===== config.mk =====
export PLATFORM = sky130hd
export DESIGN_NAME = modular_exponentiation_top
export DESIGN_NICKNAME = d
export VERILOG_FILES = /design/src/sv/modexp_pkg.sv /design/src/sv/modexp_ctrl.sv /design/src/sv/modexp_dpath.sv /design/src/sv/modular_exponentiation_top.sv
export SDC_FILE = /design/constraint.sdc
export NUM_CORES = 1
export LEC_CHECK = 0
export ABC_CLOCK_PERIOD_IN_PS = 7700
export BUFFER_PORTS_ARGS = -buffer_cell sky130_fd_sc_hd__clkbuf_2
export CAP_MARGIN = 20
export CELL_PAD_IN_SITES_DETAIL_PLACEMENT = 1
export CELL_PAD_IN_SITES_GLOBAL_PLACEMENT = 2
export CORE_MARGIN = 2
export CORE_UTILIZATION = 41
export DETAILED_ROUTE_END_ITERATION = 10
export PLACE_DENSITY_LB_ADDON = 0.15
export SETUP_SLACK_MARGIN = 0.2
export SLEW_MARGIN = 25
export SYNTH_ARGS = -nofsm -noshare
export SYNTH_HDL_FRONTEND = slang
export SYNTH_SLANG_ARGS = --single-unit
export TNS_END_PERCENT = 50

===== constraint.sdc =====
create_clock -name clock -period 7.7 [get_ports clock]
set_clock_uncertainty 0.15 [all_clocks]
set_input_delay 0.77 -clock clock [delete_from_list [all_inputs] [get_ports clock]]
set_output_delay 0.77 -clock clock [all_outputs]
set_load 0.005 [all_outputs]

===== src/sv/modexp_pkg.sv =====
// Shared types for the modular exponentiation block.
// Controller states and the command and status groups between controller and datapath.
// No dependencies.
package modexp_pkg;

   typedef enum logic [3:0] {
      ST_IDLE,
      ST_CHECK,
      ST_MUL_RES,
      ST_RED_RES,
      ST_WB_RES,
      ST_MUL_SQ,
      ST_RED_SQ,
      ST_WB_SQ,
      ST_FINISH
   } state_type;

   // controller -> datapath
   typedef struct packed {
      logic load;        // capture a new operand beat
      logic mul;         // form product, clear reduction
      logic mul_square;  // 1: power*power, 0: result*power
      logic red_step;    // one remainder bit
      logic res_write;   // result <= remainder
      logic pw_write;    // power <= remainder
      logic exp_shift;   // exponent >>= 1
      logic out_write;   // load the output register
   } cmd_type;

   // datapath -> controller
   typedef struct packed {
      logic mod_zero;
      logic exp_zero;
      logic exp_bit0;
      logic red_last;    // final reduction step this cycle
      logic out_free;    // output register can take a beat
   } status_type;

endpackage


===== src/sv/modexp_ctrl.sv =====
// Controller state machine for the modular exponentiation block.
// Sequences load, multiply, bit-serial reduction and write-back. Uses modexp_pkg.
module modexp_ctrl
   import modexp_pkg::*;
(
   input  logic       clock,
   input  logic       reset,
   input  logic       req_tvalid,
   output logic       req_tready,
   input  status_type status,
   output cmd_type    cmd
);

   state_type state_ff;
   state_type state_in;

   always_ff @(posedge clock) begin
      if (reset) begin
         state_ff <= ST_IDLE;
      end else begin
         state_ff <= state_in;
      end
   end

   always_comb begin
      state_in = state_ff;
      unique case (state_ff)
         ST_IDLE: begin
            if (req_tvalid) begin
               state_in = ST_CHECK;
            end
         end
         ST_CHECK: begin
            priority if (status.mod_zero || status.exp_zero) begin
               state_in = ST_FINISH;
            end else if (status.exp_bit0) begin
               state_in = ST_MUL_RES;
            end else begin
               state_in = ST_MUL_SQ;
            end
         end
         ST_MUL_RES: state_in = ST_RED_RES;
         ST_RED_RES: begin
            if (status.red_last) begin
               state_in = ST_WB_RES;
            end
         end
         ST_WB_RES:  state_in = ST_MUL_SQ;
         ST_MUL_SQ:  state_in = ST_RED_SQ;
         ST_RED_SQ: begin
            if (status.red_last) begin
               state_in = ST_WB_SQ;
            end
         end
         ST_WB_SQ:   state_in = ST_CHECK;
         ST_FINISH: begin
            if (status.out_free) begin
               state_in = ST_IDLE;
            end
         end
         default:    state_in = ST_IDLE;
      endcase
   end

   always_comb begin
      cmd        = '0;
      req_tready = 1'b0;
      unique case (state_ff)
         ST_IDLE: begin
            req_tready = 1'b1;
            cmd.load   = req_tvalid;
         end
         ST_MUL_RES: cmd.mul = 1'b1;
         ST_MUL_SQ: begin
            cmd.mul        = 1'b1;
            cmd.mul_square = 1'b1;
         end
         ST_RED_RES, ST_RED_SQ: cmd.red_step = 1'b1;
         ST_WB_RES: cmd.res_write = 1'b1;
         ST_WB_SQ: begin
            cmd.pw_write  = 1'b1;
            cmd.exp_shift = 1'b1;
         end
         ST_FINISH: cmd.out_write = status.out_free;
         default: ;
      endcase
   end

endmodule


===== src/sv/modexp_dpath.sv =====
// Datapath for the modular exponentiation block: operand registers, one
// WIDTH x WIDTH multiplier, a restoring bit-serial remainder unit and the output register.
// Uses modexp_pkg.
module modexp_dpath
   import modexp_pkg::*;
#(
   parameter int WIDTH = 16
) (
   input  logic             clock,
   input  logic             reset,
   input  cmd_type          cmd,
   output status_type       status,
   input  logic [WIDTH-1:0] base_value,
   input  logic [WIDTH-1:0] exponent,
   input  logic [WIDTH-1:0] modulus,
   input  logic             rsp_tready,
   output logic             rsp_tvalid,
   output logic [WIDTH-1:0] result_value,
   output logic             error_flag
);

   localparam int PW = 2 * WIDTH;
   localparam int CW = $clog2(PW);

   logic [WIDTH-1:0] res_ff;
   logic [WIDTH-1:0] pw_ff;
   logic [WIDTH-1:0] exp_ff;
   logic [WIDTH-1:0] mod_ff;
   logic [PW-1:0]    prod_ff;
   logic [WIDTH-1:0] rem_ff;
   logic [CW-1:0]    cnt_ff;
   logic             out_valid_ff;
   logic [WIDTH-1:0] out_result_ff;
   logic             out_error_ff;

   logic [WIDTH-1:0] mul_a;
   logic [PW-1:0]    prod_in;
   logic [WIDTH:0]   trial;
   logic [WIDTH+1:0] diff;
   logic [WIDTH-1:0] rem_in;

   assign mul_a   = cmd.mul_square ? pw_ff : res_ff;
   assign prod_in = PW'(mul_a) * PW'(pw_ff);

   // shift next product bit into the partial remainder, subtract if it fits
   assign trial  = {rem_ff, prod_ff[PW-1]};
   assign diff   = {1'b0, trial} - {2'b00, mod_ff};
   assign rem_in = diff[WIDTH+1] ? trial[WIDTH-1:0] : diff[WIDTH-1:0];

   always_ff @(posedge clock) begin
      if (cmd.load) begin
         res_ff <= WIDTH'(1);
         pw_ff  <= base_value;
         exp_ff <= exponent;
         mod_ff <= modulus;
      end else begin
         if (cmd.res_write) begin
            res_ff <= rem_ff;
         end
         if (cmd.pw_write) begin
            pw_ff <= rem_ff;
         end
         if (cmd.exp_shift) begin
            exp_ff <= exp_ff >> 1;
         end
      end
      if (cmd.mul) begin
         prod_ff <= prod_in;
         rem_ff  <= '0;
         cnt_ff  <= '0;
      end else if (cmd.red_step) begin
         prod_ff <= prod_ff << 1;
         rem_ff  <= rem_in;
         cnt_ff  <= cnt_ff + CW'(1);
      end
      if (cmd.out_write) begin
         out_result_ff <= (mod_ff == '0) ? '0 : res_ff;
         out_error_ff  <= (mod_ff == '0);
      end
   end

   always_ff @(posedge clock) begin
      if (reset) begin
         out_valid_ff <= 1'b0;
      end else if (cmd.out_write) begin
         out_valid_ff <= 1'b1;
      end else if (rsp_tready) begin
         out_valid_ff <= 1'b0;
      end
   end

   assign status.mod_zero = (mod_ff == '0);
   assign status.exp_zero = (exp_ff == '0);
   assign status.exp_bit0 = exp_ff[0];
   assign status.red_last = (cnt_ff == CW'(PW - 1));
   assign status.out_free = !out_valid_ff || rsp_tready;

   assign rsp_tvalid   = out_valid_ff;
   assign result_value = out_result_ff;
   assign error_flag   = out_error_ff;

endmodule


===== src/sv/modular_exponentiation_top.sv =====
// Top level of the modular exponentiation block.
// Joins modexp_ctrl and modexp_dpath and packs the stream beats. Uses modexp_pkg.
//
// Computes base_value ** exponent mod modulus by right-to-left square and
// multiply, one operand beat at a time. Each exponent bit takes a check
// state plus, per modular product, a multiply state, bit-serial restoring
// reduction over all 2*WIDTH product bits and a write-back state; a set bit
// takes two products, a clear bit one. Both products share the single
// reduction unit. The exponent scan stops at the highest set bit; an
// exponent of zero returns 1 unreduced (also for a modulus of one). A modulus
// of zero returns result 0 with error_flag set. The result sits in an output
// register, so the next beat is taken while the previous answer still waits
// for rsp_tready. No item is accepted while one is being worked on.
module modular_exponentiation_top
   import modexp_pkg::*;
#(
   parameter int WIDTH = 16
) (
   input  logic                                 clock,
   input  logic                                 reset,
   input  logic                                 req_tvalid,
   output logic                                 req_tready,
   // base_value, exponent, modulus (WIDTH bits each), zero pad to bytes
   input  logic [((3*WIDTH+7)/8)*8-1:0]         req_tdata,
   output logic                                 rsp_tvalid,
   input  logic                                 rsp_tready,
   // result_value (WIDTH bits), zero pad to bytes
   output logic [((WIDTH+7)/8)*8-1:0]           rsp_tdata,
   // error_flag
   output logic                                 rsp_tuser
);

   localparam int RSP_W = ((WIDTH + 7) / 8) * 8;

   cmd_type          cmd;
   status_type       status;
   logic [WIDTH-1:0] result_value;

   modexp_ctrl u_ctrl (
      .clock      (clock),
      .reset      (reset),
      .req_tvalid (req_tvalid),
      .req_tready (req_tready),
      .status     (status),
      .cmd        (cmd)
   );

   modexp_dpath #(
      .WIDTH (WIDTH)
   ) u_dpath (
      .clock        (clock),
      .reset        (reset),
      .cmd          (cmd),
      .status       (status),
      .base_value   (req_tdata[WIDTH-1:0]),
      .exponent     (req_tdata[2*WIDTH-1:WIDTH]),
      .modulus      (req_tdata[3*WIDTH-1:2*WIDTH]),
      .rsp_tready   (rsp_tready),
      .rsp_tvalid   (rsp_tvalid),
      .result_value (result_value),
      .error_flag   (rsp_tuser)
   );

   assign rsp_tdata = RSP_W'(result_value);

endmodule

==> results_dict.tcl <==
set metrics [dict create \
    final_nets 2024 \
    synth_common_cells "inv_1, nand2_1, fa_1" \
    cts_sinks 139 \
    tightest_slew_ns 0.889 \
    cts_tree "done" \
    hpwl_mm 34.0 \
    arrival_ns 7.18 \
    grt_pass1_wl_mm 68.6 \
    slowest_delay_ns 0.54 \
    hold_depth 2 \
    synth.most_common_cell "inv_1" \
    routed_wl_mm 42.8 \
    outcome "finished clean" \
    crit_top_cell "fa_1" \
    async_flop_share_pct 0 \
    rsz0062_at_grt "false" \
    avgSynthCellArea_um2 9.54 \
    ys.warnings.count 0 \
    pin_count 71 \
    vias 11200 \
    hold_ws_ns 0.322 \
    ff_latch_area_um2 3750 \
    finalPower_mw 3.94 \
    clockBufferDepth 2 \
    core-area_um2 36600 \
    first_global_vias 12600 \
    criticalPathCategory "reg2reg" \
    synth-edff-count 97 \
    netlist-cell-type-count 69 \
    synth-xor-area-share_pct 2.30 \
    min_period_ns 7.16 \
    crit_path_top_delay_cell "fa_1" \
    portBuffers 70 \
    drtIter0Drc 400 \
    multi_input_area_um2 10300 \
    postRouteAntennaNets 0 \
    synth-seq-area-share_pct 24.6 \
    row_count 70 \
    period_share_pct 93.0 \
    start_util_pct 41.7 \
    firstDrtPassIters 4 \
    min_path_type "reg2reg" \
    setup_viol 0 \
    clk_pin_slew_ns 0.07 \
    cts.htree.levels 4 \
    grtUsageTotal_pct 23.3 \
    yosys_register_bits 139 \
    numCtsBuffers 17 \
    yosysTopAreaCellShare_pct 25.6 \
    relSlewSlack_pct 40.7 \
    overflow 0 \
    synth_mux_area_share_pct 3.85 \
    ys.flop_type "edfxtp_1" \
    dpl_cell_area_um2 16100 \
    wl_per_cell_um 20.0 \
    die_y_um 197 \
    powerDensity_nw_per_um2 235 \
    syn2layout_area_growth_pct 9.95 \
    r2r_cells 24 \
    synth_compound_area_share_pct 9.69 \
    die-area_um2 38800 \
    syn_inst 1600 \
    pre_cts_slack_ns 0.342 \
    fmax_mhz 140 \
    synthesis.nets 1969 \
    maxSlewViolCount 0 \
    hold_violations 0 \
    via_per_inst 5.26 \
    drive_above_1_share_pct 11.6 \
    grt_max_degree 64 \
    yosys.area_share.simple_pct 15.5 \
    required_ns 7.72 \
    crit_chain "nor2b_2 > nor2b_4 > buf_12 > mux2_2 > and2_1 > fa_1 > inv_1 > fa_1 > fa_1 > fa_1 > inv_1 > fa_1 > inv_1 > fa_1 > inv_1 > ha_1 > a21o_1 > a32o_1 > a211oi_4 > buf_4 > nand2b_1 > a21oi_1 > nor3_1 > o31ai_1" \
    postCtsHoldBufs 0 \
    synth_top_family_by_area "adder cells" \
    num_antenna_cells 0 \
    die_w_um 197 \
    syn_area_um2 15300 \
    drc 0 \
    clock_latency_ns 0.45 \
    fin_ws_ns 0.541 \
    leakage_nw 7.83 \
    nFillCells 4190 \
    antenna_found_initial 0 \
    ys_top_cells_by_area "fa_1, edfxtp_1, ha_1" \
    crit_path_max_fanout 16 \
    synth_top_area_cell "fa_1" \
    start_kind "register" \
    cts-root-buf "clkbuf_16" \
    ir_worst_vdd_v 0.000190 \
    max_cap_viol_count 0 \
    finalInstanceArea_um2 16800 \
    place_congestion 0.840 \
    synthAdderAreaFrac_pct 35.6 \
    endpoint_kind "register" \
    setup_tns_ns 0 \
]
## power by group
part | total (mW) | internal, mW | leakage (nW) | switching [mW]
logic | 2.00 | 0.762 | 6.30 | 1.24
clock network | 0.804 | 0.449 | 0.278 | 0.355
registers | 1.13 | 0.991 | 1.25 | 0.139
total | 3.94 | 2.20 | 7.83 | 1.74
## cell usage in the layout, fill, tap and decap left out, types with 5 or more instances in the layout
master / n
nand3_1: 13
a21o_1: 17
nand4_1: 11
clkinv_4: 5
a21oi_1: 75
mux2_2: 26
ha_1: 122
clkbuf_2: 70
nand2b_1: 7
o21a_1: 13
xor2_1: 19
or3_1: 5
and3_1: 5
nor4_1: 10
nand2_1: 251
edfxtp_1: 97
mux2_1: 20
buf_4: 36
mux2i_1: 7
o21bai_1: 5
fa_1: 195
inv_1: 252
xnor2_1: 21
o21ai_0: 41
clkbuf_16: 18
nor3_1: 6
a31oi_1: 7
and2_1: 127
nor2_1: 37
o21ai_1: 34
dfxtp_1: 41
## state kept, by name (all words and copies together) (netlist names)
| register | count |
|---|---|
| u_ctrl.state_ff | 4 |
| u_dpath.cnt_ff | 5 |
| u_dpath.error_flag | 1 |
| u_dpath.exp_ff | 16 |
| u_dpath.mod_ff | 16 |
| u_dpath.prod_ff | 32 |
| u_dpath.pw_ff | 16 |
| u_dpath.rem_ff | 16 |
| u_dpath.res_ff | 16 |
| u_dpath.result_value | 16 |
| u_dpath.rsp_tvalid | 1 |
## routing by layer
layer | GRT usage, % | routed length, µm
met2 | 41.6 | 22000
met1 | 29.3 | 18700
met4 | 6.85 | 968
met5 | 0 | 0
met3 | 3.27 | 1200
## final cells by class
| class | instances | share of cell area (%) |
|---|---|---|
| clock inverter | 15 | 0.843 |
| multi-input combinational | 1137 | 61.2 |
| inverter | 252 | 5.64 |
| sequential | 139 | 22.4 |
| clock buffer | 17 | 2.54 |
| tap | 468 | 3.49 |
| timing repair buffer | 108 | 3.97 |
## cells by family (layout without fill, tap and decap cells)
kind of cell	Yosys count	in the layout
buffers and inverters	324	392
muxes	53	53
DFF	139	139
adders and majority gates	317	317
xor gates and xnor gates	40	40
and+or+nand+nor	494	494
AOI/OAI and AO/OA	233	233
## through the flow
step,std cells,util (%)
floorplan,1600,-
global placement,2099,44.0
detailed placement,2099,44.1
CTS,2131,45.6
global route,2136,45.8
finish,2136,45.8
## timing repair
item,4_1_cts,5_1_grt
gates resized for setup,0,5
buffers inserted,0,4
setup endpoints to repair,0,10
## worst paths after layout
path / start / to / slack [ns]
worst max-delay path: u_ctrl.state_ff[1] / u_dpath.prod_ff[26] / 0.54
worst min-delay path: u_dpath.cnt_ff[4] / u_dpath.cnt_ff[4] / 0.32
worst max register to register: u_ctrl.state_ff[1] / u_dpath.prod_ff[26] / 0.54
worst min register to register: u_dpath.cnt_ff[4] / u_dpath.cnt_ff[4] / 0.32
## critical path: cells and delay by family (launching register included)
kind / cells / cell delay (ns)
adder cells (fa/ha/maj): 7 / 3.34
AO/OA/AOI/OAI: 5 / 1.04
AND/OR/NAND/NOR: 5 / 0.97
buffers and inverters: 6 / 0.56
multiplexers: 1 / 0.42
flip-flops: 1 / 0.39
Power figures use the tool's default switching activity.
